==> src/sv/ght_pkg.sv <==
// Shared constants and operation and status codes for the generational handle table.
package ght_pkg;

	localparam int SLOT_COUNT = 64;
	localparam int SLOT_W = $clog2(SLOT_COUNT);
	localparam int GEN_W = 32;
	localparam int HANDLE_W = 64;
	localparam int FUNC_W = 2;
	localparam int STATUS_W = 2;
	localparam int SLOT_OUT_W = 6;

	localparam logic [FUNC_W-1:0] FN_ALLOC = 2'd0;
	localparam logic [FUNC_W-1:0] FN_FREE = 2'd1;
	localparam logic [FUNC_W-1:0] FN_VALIDATE = 2'd2;

	localparam logic [STATUS_W-1:0] ST_OK = 2'd0;
	localparam logic [STATUS_W-1:0] ST_BAD_HANDLE = 2'd1;
	localparam logic [STATUS_W-1:0] ST_FULL = 2'd2;

endpackage

==> src/sv/generational_handle_table.sv <==
// Generational handle table: live flags in registers, generation counters in a synchronous RAM.
// Each transaction reads the RAM in the cycle of acceptance, then checks and writes back in execute.
// One transaction is in flight at a time; execute stalls while an untaken result is held.
// The result register lets the next transaction be accepted while a result waits to be taken.
// Reset clears all live flags and per-slot written bits; an unwritten generation reads as zero.
module generational_handle_table (
	input  logic                          clk,
	input  logic                          arst_n,
	input  logic                          in_valid,
	output logic                          in_ready,
	input  logic [ght_pkg::FUNC_W-1:0]    func,
	input  logic [ght_pkg::HANDLE_W-1:0]  handle_in,
	output logic                          out_valid,
	input  logic                          out_ready,
	output logic [ght_pkg::STATUS_W-1:0]  status,
	output logic [ght_pkg::HANDLE_W-1:0]  handle_out,
	output logic [ght_pkg::SLOT_OUT_W-1:0] slot_index
);
	import ght_pkg::*;

	typedef enum logic {S_IDLE, S_EXEC} state_t;

	state_t                 state_q;
	logic [SLOT_COUNT-1:0]  live_q;
	logic [SLOT_COUNT-1:0]  written_q;
	logic [FUNC_W-1:0]      func_s1;
	logic [GEN_W-1:0]       hgen_s1;
	logic [SLOT_W-1:0]      slot_s1;
	logic                   hit_s1;
	logic                   out_valid_q;
	logic [STATUS_W-1:0]    status_q;
	logic [HANDLE_W-1:0]    handle_q;
	logic [SLOT_OUT_W-1:0]  slot_q;

	logic [GEN_W-1:0]       gen_mem [SLOT_COUNT];
	logic [GEN_W-1:0]       gen_rdata_q;

	logic                   accept;
	logic                   done;
	logic                   found;
	logic [SLOT_W-1:0]      free_idx;
	logic [GEN_W-1:0]       slot_field;
	logic                   in_range;
	logic [SLOT_W-1:0]      h_idx;
	logic [SLOT_W-1:0]      rd_addr;
	logic                   hit_now;
	logic [GEN_W-1:0]       cur_gen;
	logic                   gen_match;
	logic                   free_ok;
	logic                   alloc_ok;
	logic [STATUS_W-1:0]    res_status;
	logic [HANDLE_W-1:0]    res_handle;
	logic [SLOT_OUT_W-1:0]  res_slot;

	always_comb begin
		found = 1'b0;
		free_idx = '0;
		for (int i = SLOT_COUNT - 1; i >= 0; i--) begin
			if (!live_q[i]) begin
				found = 1'b1;
				free_idx = SLOT_W'(i);
			end
		end
	end

	assign slot_field = handle_in[GEN_W-1:0];
	assign in_range = (slot_field != '0) && (slot_field <= GEN_W'(SLOT_COUNT));
	assign h_idx = SLOT_W'(slot_field - GEN_W'(1));
	assign rd_addr = (func == FN_ALLOC) ? free_idx : h_idx;
	assign hit_now = (func == FN_ALLOC) ? found : (in_range && live_q[h_idx]);

	assign in_ready = (state_q == S_IDLE);
	assign accept = in_valid && in_ready;
	assign done = (state_q == S_EXEC) && (!out_valid_q || out_ready);

	assign cur_gen = written_q[slot_s1] ? gen_rdata_q : '0;
	assign gen_match = hit_s1 && (cur_gen == hgen_s1);
	assign alloc_ok = (func_s1 == FN_ALLOC) && hit_s1;
	assign free_ok = (func_s1 == FN_FREE) && gen_match;

	always_comb begin
		res_status = ST_BAD_HANDLE;
		res_handle = '0;
		res_slot = '0;
		case (func_s1)
			FN_ALLOC: begin
				if (alloc_ok) begin
					res_status = ST_OK;
					res_handle = {cur_gen, GEN_W'(slot_s1) + GEN_W'(1)};
					res_slot = SLOT_OUT_W'(slot_s1);
				end else begin
					res_status = ST_FULL;
				end
			end
			FN_FREE: begin
				if (free_ok) begin
					res_status = ST_OK;
					res_slot = SLOT_OUT_W'(slot_s1);
				end
			end
			FN_VALIDATE: begin
				if (gen_match) begin
					res_status = ST_OK;
					res_slot = SLOT_OUT_W'(slot_s1);
				end
			end
			default: begin
				res_status = ST_BAD_HANDLE;
			end
		endcase
	end

	always_ff @(posedge clk) begin
		if (accept) begin
			gen_rdata_q <= gen_mem[rd_addr];
		end
		if (done && free_ok) begin
			gen_mem[slot_s1] <= cur_gen + GEN_W'(1);
		end
	end

	always_ff @(posedge clk or negedge arst_n) begin
		if (!arst_n) begin
			state_q <= S_IDLE;
			live_q <= '0;
			written_q <= '0;
			func_s1 <= FN_ALLOC;
			hgen_s1 <= '0;
			slot_s1 <= '0;
			hit_s1 <= 1'b0;
			out_valid_q <= 1'b0;
			status_q <= ST_OK;
			handle_q <= '0;
			slot_q <= '0;
		end else begin
			if (done) begin
				out_valid_q <= 1'b1;
			end else if (out_valid_q && out_ready) begin
				out_valid_q <= 1'b0;
			end
			unique case (state_q)
				S_IDLE: begin
					if (accept) begin
						func_s1 <= func;
						hgen_s1 <= handle_in[HANDLE_W-1:GEN_W];
						slot_s1 <= rd_addr;
						hit_s1 <= hit_now;
						state_q <= S_EXEC;
					end
				end
				S_EXEC: begin
					if (done) begin
						status_q <= res_status;
						handle_q <= res_handle;
						slot_q <= res_slot;
						if (alloc_ok) begin
							live_q[slot_s1] <= 1'b1;
						end
						if (free_ok) begin
							live_q[slot_s1] <= 1'b0;
							written_q[slot_s1] <= 1'b1;
						end
						state_q <= S_IDLE;
					end
				end
				default: state_q <= S_IDLE;
			endcase
		end
	end

	assign out_valid = out_valid_q;
	assign status = status_q;
	assign handle_out = handle_q;
	assign slot_index = slot_q;

	a_accept_exec: assert property (@(posedge clk) disable iff (!arst_n)
		accept |=> (state_q == S_EXEC))
		else $error("An accepted transaction did not enter the execute state.");

	a_fail_zero: assert property (@(posedge clk) disable iff (!arst_n)
		(out_valid_q && (status_q != ST_OK)) |-> ((handle_q == '0) && (slot_q == '0)))
		else $error("A failed transaction returned a nonzero handle or slot.");

	a_alloc_live: assert property (@(posedge clk) disable iff (!arst_n)
		(done && alloc_ok) |=> live_q[$past(slot_s1)])
		else $error("An allocated slot was not marked live.");

	a_free_dead: assert property (@(posedge clk) disable iff (!arst_n)
		(done && free_ok) |=> (!live_q[$past(slot_s1)] && written_q[$past(slot_s1)]))
		else $error("A freed slot was left live or its generation unmarked.");

	a_alloc_was_free: assert property (@(posedge clk) disable iff (!arst_n)
		(done && alloc_ok) |-> !live_q[slot_s1])
		else $error("Allocation chose a slot that is already live.");

endmodule

==> config.mk <==
export PLATFORM = sky130hd
export DESIGN_NAME = generational_handle_table
export DESIGN_NICKNAME = d
export VERILOG_FILES = /design/src/sv/ght_pkg.sv /design/src/sv/generational_handle_table.sv
export SDC_FILE = /design/constraint.sdc
export NUM_CORES = 2
export LEC_CHECK = 0
export ABC_AREA = 1
export BUFFER_PORTS_ARGS = -buffer_cell sky130_fd_sc_hd__buf_4
export CORE_ASPECT_RATIO = 2
export CORE_MARGIN = 2
export CORE_UTILIZATION = 55
export DETAILED_ROUTE_END_ITERATION = 8
export HOLD_SLACK_MARGIN = 0.03
export PLACE_DENSITY_LB_ADDON = 0.05
export SLEW_MARGIN = 10
export SYNTH_ARGS = -nofsm -noshare
export SYNTH_HDL_FRONTEND = slang
export SYNTH_SLANG_ARGS = --single-unit
==> constraint.sdc <==
create_clock -name clk -period 14 [get_ports clk]
set_input_delay 1.4 -clock clk [delete_from_list [all_inputs] [get_ports clk]]
set_output_delay 1.4 -clock clk [all_outputs]
set_load 0.1 [all_outputs]
Word-level counts from Yosys, hierarchy flattened
Memories as Yosys holds them, arrays and structs flattened. A register that Yosys moved wholly into a read port is not among the register bits.
Index checks and enable logic that the tools add are counted.
{ "word_totals": {"out_inout_bits": 74, "regBits": 243, "memories": 1, "word_cells": 204, "inputBits": 70, "ramBits": 2048} }
{ "memory_table": {"columns": ["name", "words", "word_bits", "read_ports", "rd_clocked_by_memory_dff", "wr", "line_no", "source"], "rows": [
  ["gen_mem", 64, 32, 1, 1, 1, "generational_handle_table.sv:35", "logic [GEN_W-1:0] gen_mem [SLOT_COUNT];"]
]} }
{ "classes": {"n_eq_ne": 3, "reduce_logical": 19, "bitwise_logic": 5, "mux": 158, "magnitude_cmp": 4, "addsub": 3} }
{ "ops": {"columns": ["cell", "count"], "rows": [
  ["6-bit two-way mux", 68],
  ["64-bit two-way mux", 6],
  ["64-bit OR", 2],
  ["1-bit two-way mux", 76],
  ["64-bit AND", 1],
  ["64-bit inverter", 1],
  ["32-bit by 1-bit adder with 32-bit output, second input constant", 1],
  ["32-bit == test", 1],
  ["32-bit by 7-bit <= comparator with 1-bit output, second input constant", 1],
  ["32-bit two-way mux", 1],
  ["32-bit nonzero test", 1],
  ["6-bit one-hot mux with 3 select lines", 1],
  ["6-bit by 7-bit < comparator with 1-bit output, second input constant", 2],
  ["1-bit binary-select mux with 6-bit select", 2],
  ["1-bit logical AND", 10],
  ["6-bit by 1-bit adder with 7-bit output, second input constant", 1],
  ["1-bit demux with 6-bit select", 1],
  ["6-bit by 1-bit greater-or-equal comparator with 1-bit output, second input constant", 1],
  ["2-bit one-hot mux with 3 select lines", 1],
  ["6-bit by 1-bit subtractor with 6-bit output, second input constant", 1],
  ["2-bit zero test", 2],
  ["2-bit AND reduction", 2],
  ["3-bit AND reduction", 1],
  ["2-bit by 1-bit == test with 1-bit output, second input constant", 1],
  ["7 further kinds", 7]
]} }

Depth between registers and ports, before layout
{ "logic_depth": {"depth_word": 65, "mapped_depth": 76, "ltp_nobuf": 74} }

Worst setup path after synthesis
No wires, ideal clock.
{ "synth_timing": {"path_kind": "register -> register", "startpoint": "reg slot_s1[1]", "endpoint": "mem gen_mem[0][30] (data pin)", "required_ns": 13.465, "setup_time_ns": 0.535, "arrival_ns": 6.369, "path_stages_with_launch": 29, "slack_ns": 7.096, "path_cell_list": "dfrtp_1 > buf_2 > nor3_1 > clkbuf_1 > a22oi_1 > o2111ai_1 > a221oi_1 > nand2_1 > buf_4 > inv_2 > clkbuf_1 > nor2_1 > ha_1 > inv_1 > nor3_1 > inv_1 > nor2_1 > nand3_1 > nor2_1 > nand4_1 > nor4b_1 > nand4_1 > nor4b_2 > nand2_1 > nor4b_1 > nand2_1 > nor2_1 > nand4_1 > xor2_1"} }
{ "synth_between": {"elab_chain_len": 4} }
{ "synth_rtl": {"columns": ["item", "line_no", "source"], "rows": [
  ["from (decl)", "generational_handle_table.sv:28", "logic [SLOT_W-1:0] slot_s1;"],
  ["from (signal assigned)", "generational_handle_table.sv:146", "slot_s1 <= rd_addr;"],
  ["1-bit binary-select mux with 6-bit select", "generational_handle_table.sv:76", "assign cur_gen = written_q[slot_s1] ? gen_rdata_q : '0;"],
  ["1-bit two-way mux (not written as such)", "generational_handle_table.sv:76", null],
  ["32-bit two-way mux", "generational_handle_table.sv:76", null],
  ["32-bit by 1-bit adder with 32-bit output", "generational_handle_table.sv:118", "gen_mem[slot_s1] <= cur_gen + GEN_W'(1);"],
  ["to (decl)", "generational_handle_table.sv:35", null]
]} }
Every way passes these cells. The select of a mux whose other input is x is not followed.

Worst setup path in the final report
{ "layout_timing": {"startpoint": "reg slot_s1[0]", "endpoint": "mem gen_mem[38][30] (data pin)"} }
The elaborated chain is that of the path after synthesis.

==> results.rst <==
.. list-table::
   :header-rows: 1

   * - Metric
     - Value
   * - Count of endpoints failing hold in the final timing report
     - 0
   * - Number of violations of the max-capacitance limit
     - 0
   * - Max frequency
     - between 100 and 150 MHz
   * - Synthesis-to-finish area growth
     - 9.93%
   * - EDFF count, synth
     - ~2100
   * - Wire length on met3
     - 24600 microns
   * - Die Area
     - ~0.19 sq mm
   * - Number of H-tree branching levels
     - 4
   * - Average cell area after synthesis
     - ~11 sq um
   * - Top cells by area, synth
     - sky130_fd_sc_hd__edfxtp_1 61%, sky130_fd_sc_hd__nand3_1 11%, sky130_fd_sc_hd__nand2_1 6.4%
   * - I/O pin count
     - about 140
   * - Initial antenna violation count
     - 7
   * - Final setup TNS
     - 0 ns
   * - Most numerous cell on the critical path
     - sky130_fd_sc_hd__nor2_1
   * - Die Span Y
     - 614 microns
   * - # port buffers
     - approximately 120
   * - Combined area of all synthesized cells
     - a little over 0.1 sq mm
   * - RSZ-0062 raised after global routing
     - false
   * - Pwr/cell area
     - roughly 150 mW/mm^2
   * - Root cell of the clock tree
     - sky130_fd_sc_hd__clkbuf_16
   * - Final number of max-transition violations
     - 0
   * - Period minus WS final
     - about 8.3 ns
   * - Async S/R FF share, synth
     - roughly a tenth
   * - Routed length on met1
     - between 100000 and 150000 microns
   * - Area taken by multi-input logic gates
     - roughly 0.027 sq mm
   * - First-pass GRT wire length
     - ~470000 microns
   * - Post-synth top flop
     - sky130_fd_sc_hd__edfxtp_1
   * - Number of antenna-violating nets in the routed design
     - 0
   * - Cell count after synthesis
     - 9672
   * - Clock network latency to the later pin of the worst-skew pair
     - between 0.8 and 0.9 ns
   * - Violation count after the first detailed-route iteration
     - between 7000 and 8000
   * - Post-CTS Setup Repair Bufs
     - 0
   * - Total grt overflow
     - 0
   * - Critical Path Slowest Stage Cell
     - sky130_fd_sc_hd__nor4b_1
   * - Fillers
     - between 15000 and 20000
   * - Proportion of synthesized chip area in sequential cells
     - around two thirds
   * - Tightest slew margin relative to the limit
     - roughly an eighth
   * - Peak supply drop
     - 0.000137 V
   * - TritonCTS Sinks
     - 2298
   * - Routability-driven placement congestion ratio
     - approximately 0.95
   * - Post-cts repair resize count
     - 0
   * - Clock transition at the registers of the reported paths
     - 0.07 ns
   * - Maximum number of pins on one net before global-route repair
     - 181
   * - Overall power
     - between 15 and 20 mW
   * - CTS Buffer Depth
     - 4
   * - Routed wirelength normalized by instance count
     - between 20 and 30 microns
   * - Final critical-path share of the clock period
     - about three fifths
   * - Arrival time of data at the critical path endpoint
     - between 8 and 9 ns
   * - Actual transition at the worst max-transition pin
     - between 1 and 1.5 ns
   * - Slowest stage delay, CP
     - between 0.6 and 0.7 ns
   * - Worst-case clock skew
     - about 0.053 ns
   * - Core footprint
     - ~0.19 sq mm
   * - Top routing layer in use
     - met4
   * - CP startpoint kind
     - flip-flop
   * - Ratio of cells with drive above 1 in the final layout
     - under 10%
   * - Chip Width
     - 309 microns
   * - Footprint of the flip-flops and latches
     - slightly below 0.07 sq mm
   * - Global-route usage over all layers
     - between 30% and 40%
   * - Path class of the lowest-slack min-delay path
     - flip-flop to flip-flop
   * - P_leak
     - around 45 nW
   * - Sum of met2 wire segment lengths after detailed routing
     - around 160000 microns
   * - Startpoint-to-endpoint class of the critical path
     - flip-flop to flip-flop
   * - Kind of capture point of the worst setup path
     - flip-flop
   * - Most frequent standard cell in the layout excluding fill and tap cells
     - sky130_fd_sc_hd__nand3_1
   * - Required time of the critical path
     - ~15 ns
   * - Most frequent cells in the layout
     - 2163 x sky130_fd_sc_hd__nand3_1, 2080 x sky130_fd_sc_hd__edfxtp_1, 1741 x sky130_fd_sc_hd__nand2_1, 1513 x sky130_fd_sc_hd__inv_1, 642 x sky130_fd_sc_hd__nand3b_1
   * - Drt pass-1 iters
     - 6
   * - Crit path max fanout
     - 64
   * - Seq cells post-synth
     - ~2300
   * - Run status
     - complete, no violations
   * - Number of distinct library cell variants in the gate-level netlist after synthesis
     - 50
   * - DRC violations left
     - 0
   * - Share of the synthesized area in the top cell type
     - 61.0%
   * - Number of global-route vias before repair
     - roughly 70000
   * - Post-synthesis cell type with the largest combined area
     - sky130_fd_sc_hd__edfxtp_1
   * - Fin nets
     - ~9700
   * - CTS tree
     - built
   * - Hold slack final
     - ~0.46 ns
   * - Via density per instance
     - just under 6
   * - Final HPWL from detailed placement
     - around 170000 microns
   * - Hold Buf Count CTS
     - 0
   * - Routed via count
     - approximately 72000
   * - Clock buffer count from CTS
     - 204
   * - Initial core utilization
     - 55.2%
   * - Core Rows
     - between 200 and 250
   * - Sum of routed wire length over all layers
     - between 300000 and 400000 microns
   * - Synthesis Warnings
     - 0
   * - Count of endpoints failing setup in the final report
     - 0
-- cell families after synthesis --
family,after synthesis,share of synthesized area [%]
simple gates,4844,23.1
flops,2298,66.3
buf+inv,2148,8.39
compound gates,335,1.86
xor+xnor,42,0.359
fa+ha+maj,4,0.0488
other cells,1,0.00366
-- layer usage --
layer | vias to the layer above | GRT usage, %
met3 | 880 | 4.03
met1 | 35300 | 43.3
li1 | 32500 | -
met5 | - | 0
met2 | 3462 | 56.2
met4 | 0 | 21.8
-- synth_stat cells (9+ instances only) --
| cell | number |
|---|---|
| sky130_fd_sc_hd__o21ai_0 | 218 |
| sky130_fd_sc_hd__xnor2_1 | 17 |
| sky130_fd_sc_hd__buf_2 | 186 |
| sky130_fd_sc_hd__inv_1 | 1517 |
| sky130_fd_sc_hd__buf_6 | 17 |
| sky130_fd_sc_hd__buf_1 | 89 |
| sky130_fd_sc_hd__a21oi_1 | 31 |
| sky130_fd_sc_hd__nand4_1 | 18 |
| sky130_fd_sc_hd__o22ai_1 | 24 |
| sky130_fd_sc_hd__o211ai_1 | 9 |
| sky130_fd_sc_hd__nor3_1 | 19 |
| sky130_fd_sc_hd__a22oi_1 | 10 |
| sky130_fd_sc_hd__nand3_1 | 2164 |
| sky130_fd_sc_hd__edfxtp_1 | 2080 |
| sky130_fd_sc_hd__buf_4 | 47 |
| sky130_fd_sc_hd__nor4_1 | 32 |
| sky130_fd_sc_hd__xor2_1 | 25 |
| sky130_fd_sc_hd__nand3b_1 | 642 |
| sky130_fd_sc_hd__nand2_1 | 1744 |
| sky130_fd_sc_hd__dfrtp_1 | 218 |
| sky130_fd_sc_hd__nor2_1 | 169 |
| sky130_fd_sc_hd__or2_2 | 41 |
| sky130_fd_sc_hd__clkbuf_1 | 281 |
-- worst max-delay path: cells and delay by family (launching register included) --
kind                     cells  cell delay [ns]
flip-flops                   1             0.56
buffers and inverters        8             1.67
XOR/XNOR                     1             0.17
AO/OA/AOI/OAI                5             0.60
adder cells (fa/ha/maj)      1             0.17
AND/OR/NAND/NOR             16             4.71
-- metrics by stage --
stage | instance area (sq um) | utilization, % | setup WS (ns) | cells
2_1_floorplan | 103000 | - | 7.10 | 9696
3_3_place_gp | 106000 | 57.3 | 5.61 | 11900
3_5_place_dp | 106000 | 57.3 | 5.63 | 11900
4_1_cts | 113000 | 60.7 | 5.82 | 12200
5_1_grt | 113000 | 60.7 | 5.14 | 12200
6_report | 113000 | 60.7 | 5.68 | 12200
-- report_power, final --
part | switching [mW] | internal (mW) | total (mW)
Sequential | 0.0720 | 8.30 | 8.37
Clock | 2.51 | 2.96 | 5.48
Combinational | 2.44 | 0.537 | 2.98
-- sequential cells by signal, summed over array words and instances (netlist names) --
register     cells
live_q          64
hit_s1           1
handle_out      39
func_s1          2
state_q          1
gen_rdata_q     32
status           2
slot_s1          6
written_q       64
out_valid        1
slot_index       6
hgen_s1         32
gen_mem       2048
-- path summary, 6_finish.rpt --
check                                           from                         to  slack (ns)  cells past startpoint
max reg2reg                   slot_s1[0]$_DFFE_PN0P_  gen_mem[38][30]$_DFFE_PP_        5.68                     31
min                        written_q[31]$_DFFE_PN0P_  written_q[31]$_DFFE_PN0P_        0.46                      2
min in group asynchronous                     arst_n      out_valid$_DFFE_PN0P_        0.50                      1
max                           slot_s1[0]$_DFFE_PN0P_  gen_mem[38][30]$_DFFE_PP_        5.68                     31
max in group asynchronous                     arst_n      live_q[1]$_DFFE_PN0P_       11.24                      3
min reg2reg                written_q[31]$_DFFE_PN0P_  written_q[31]$_DFFE_PN0P_        0.46                      2
-- final cells by class --
class / instances / share of cell area, %
antenna: 9 / 0.0200
inverter: 1528 / 5.12
multi-input combinational: 5250 / 24.1
tap: 2486 / 2.76
clock buffer: 256 / 4.83
clock inverter: 107 / 0.726
timing repair buffer: 303 / 2.18
sequential: 2298 / 60.3
Note: power is estimated with default switching activity, not from simulation.
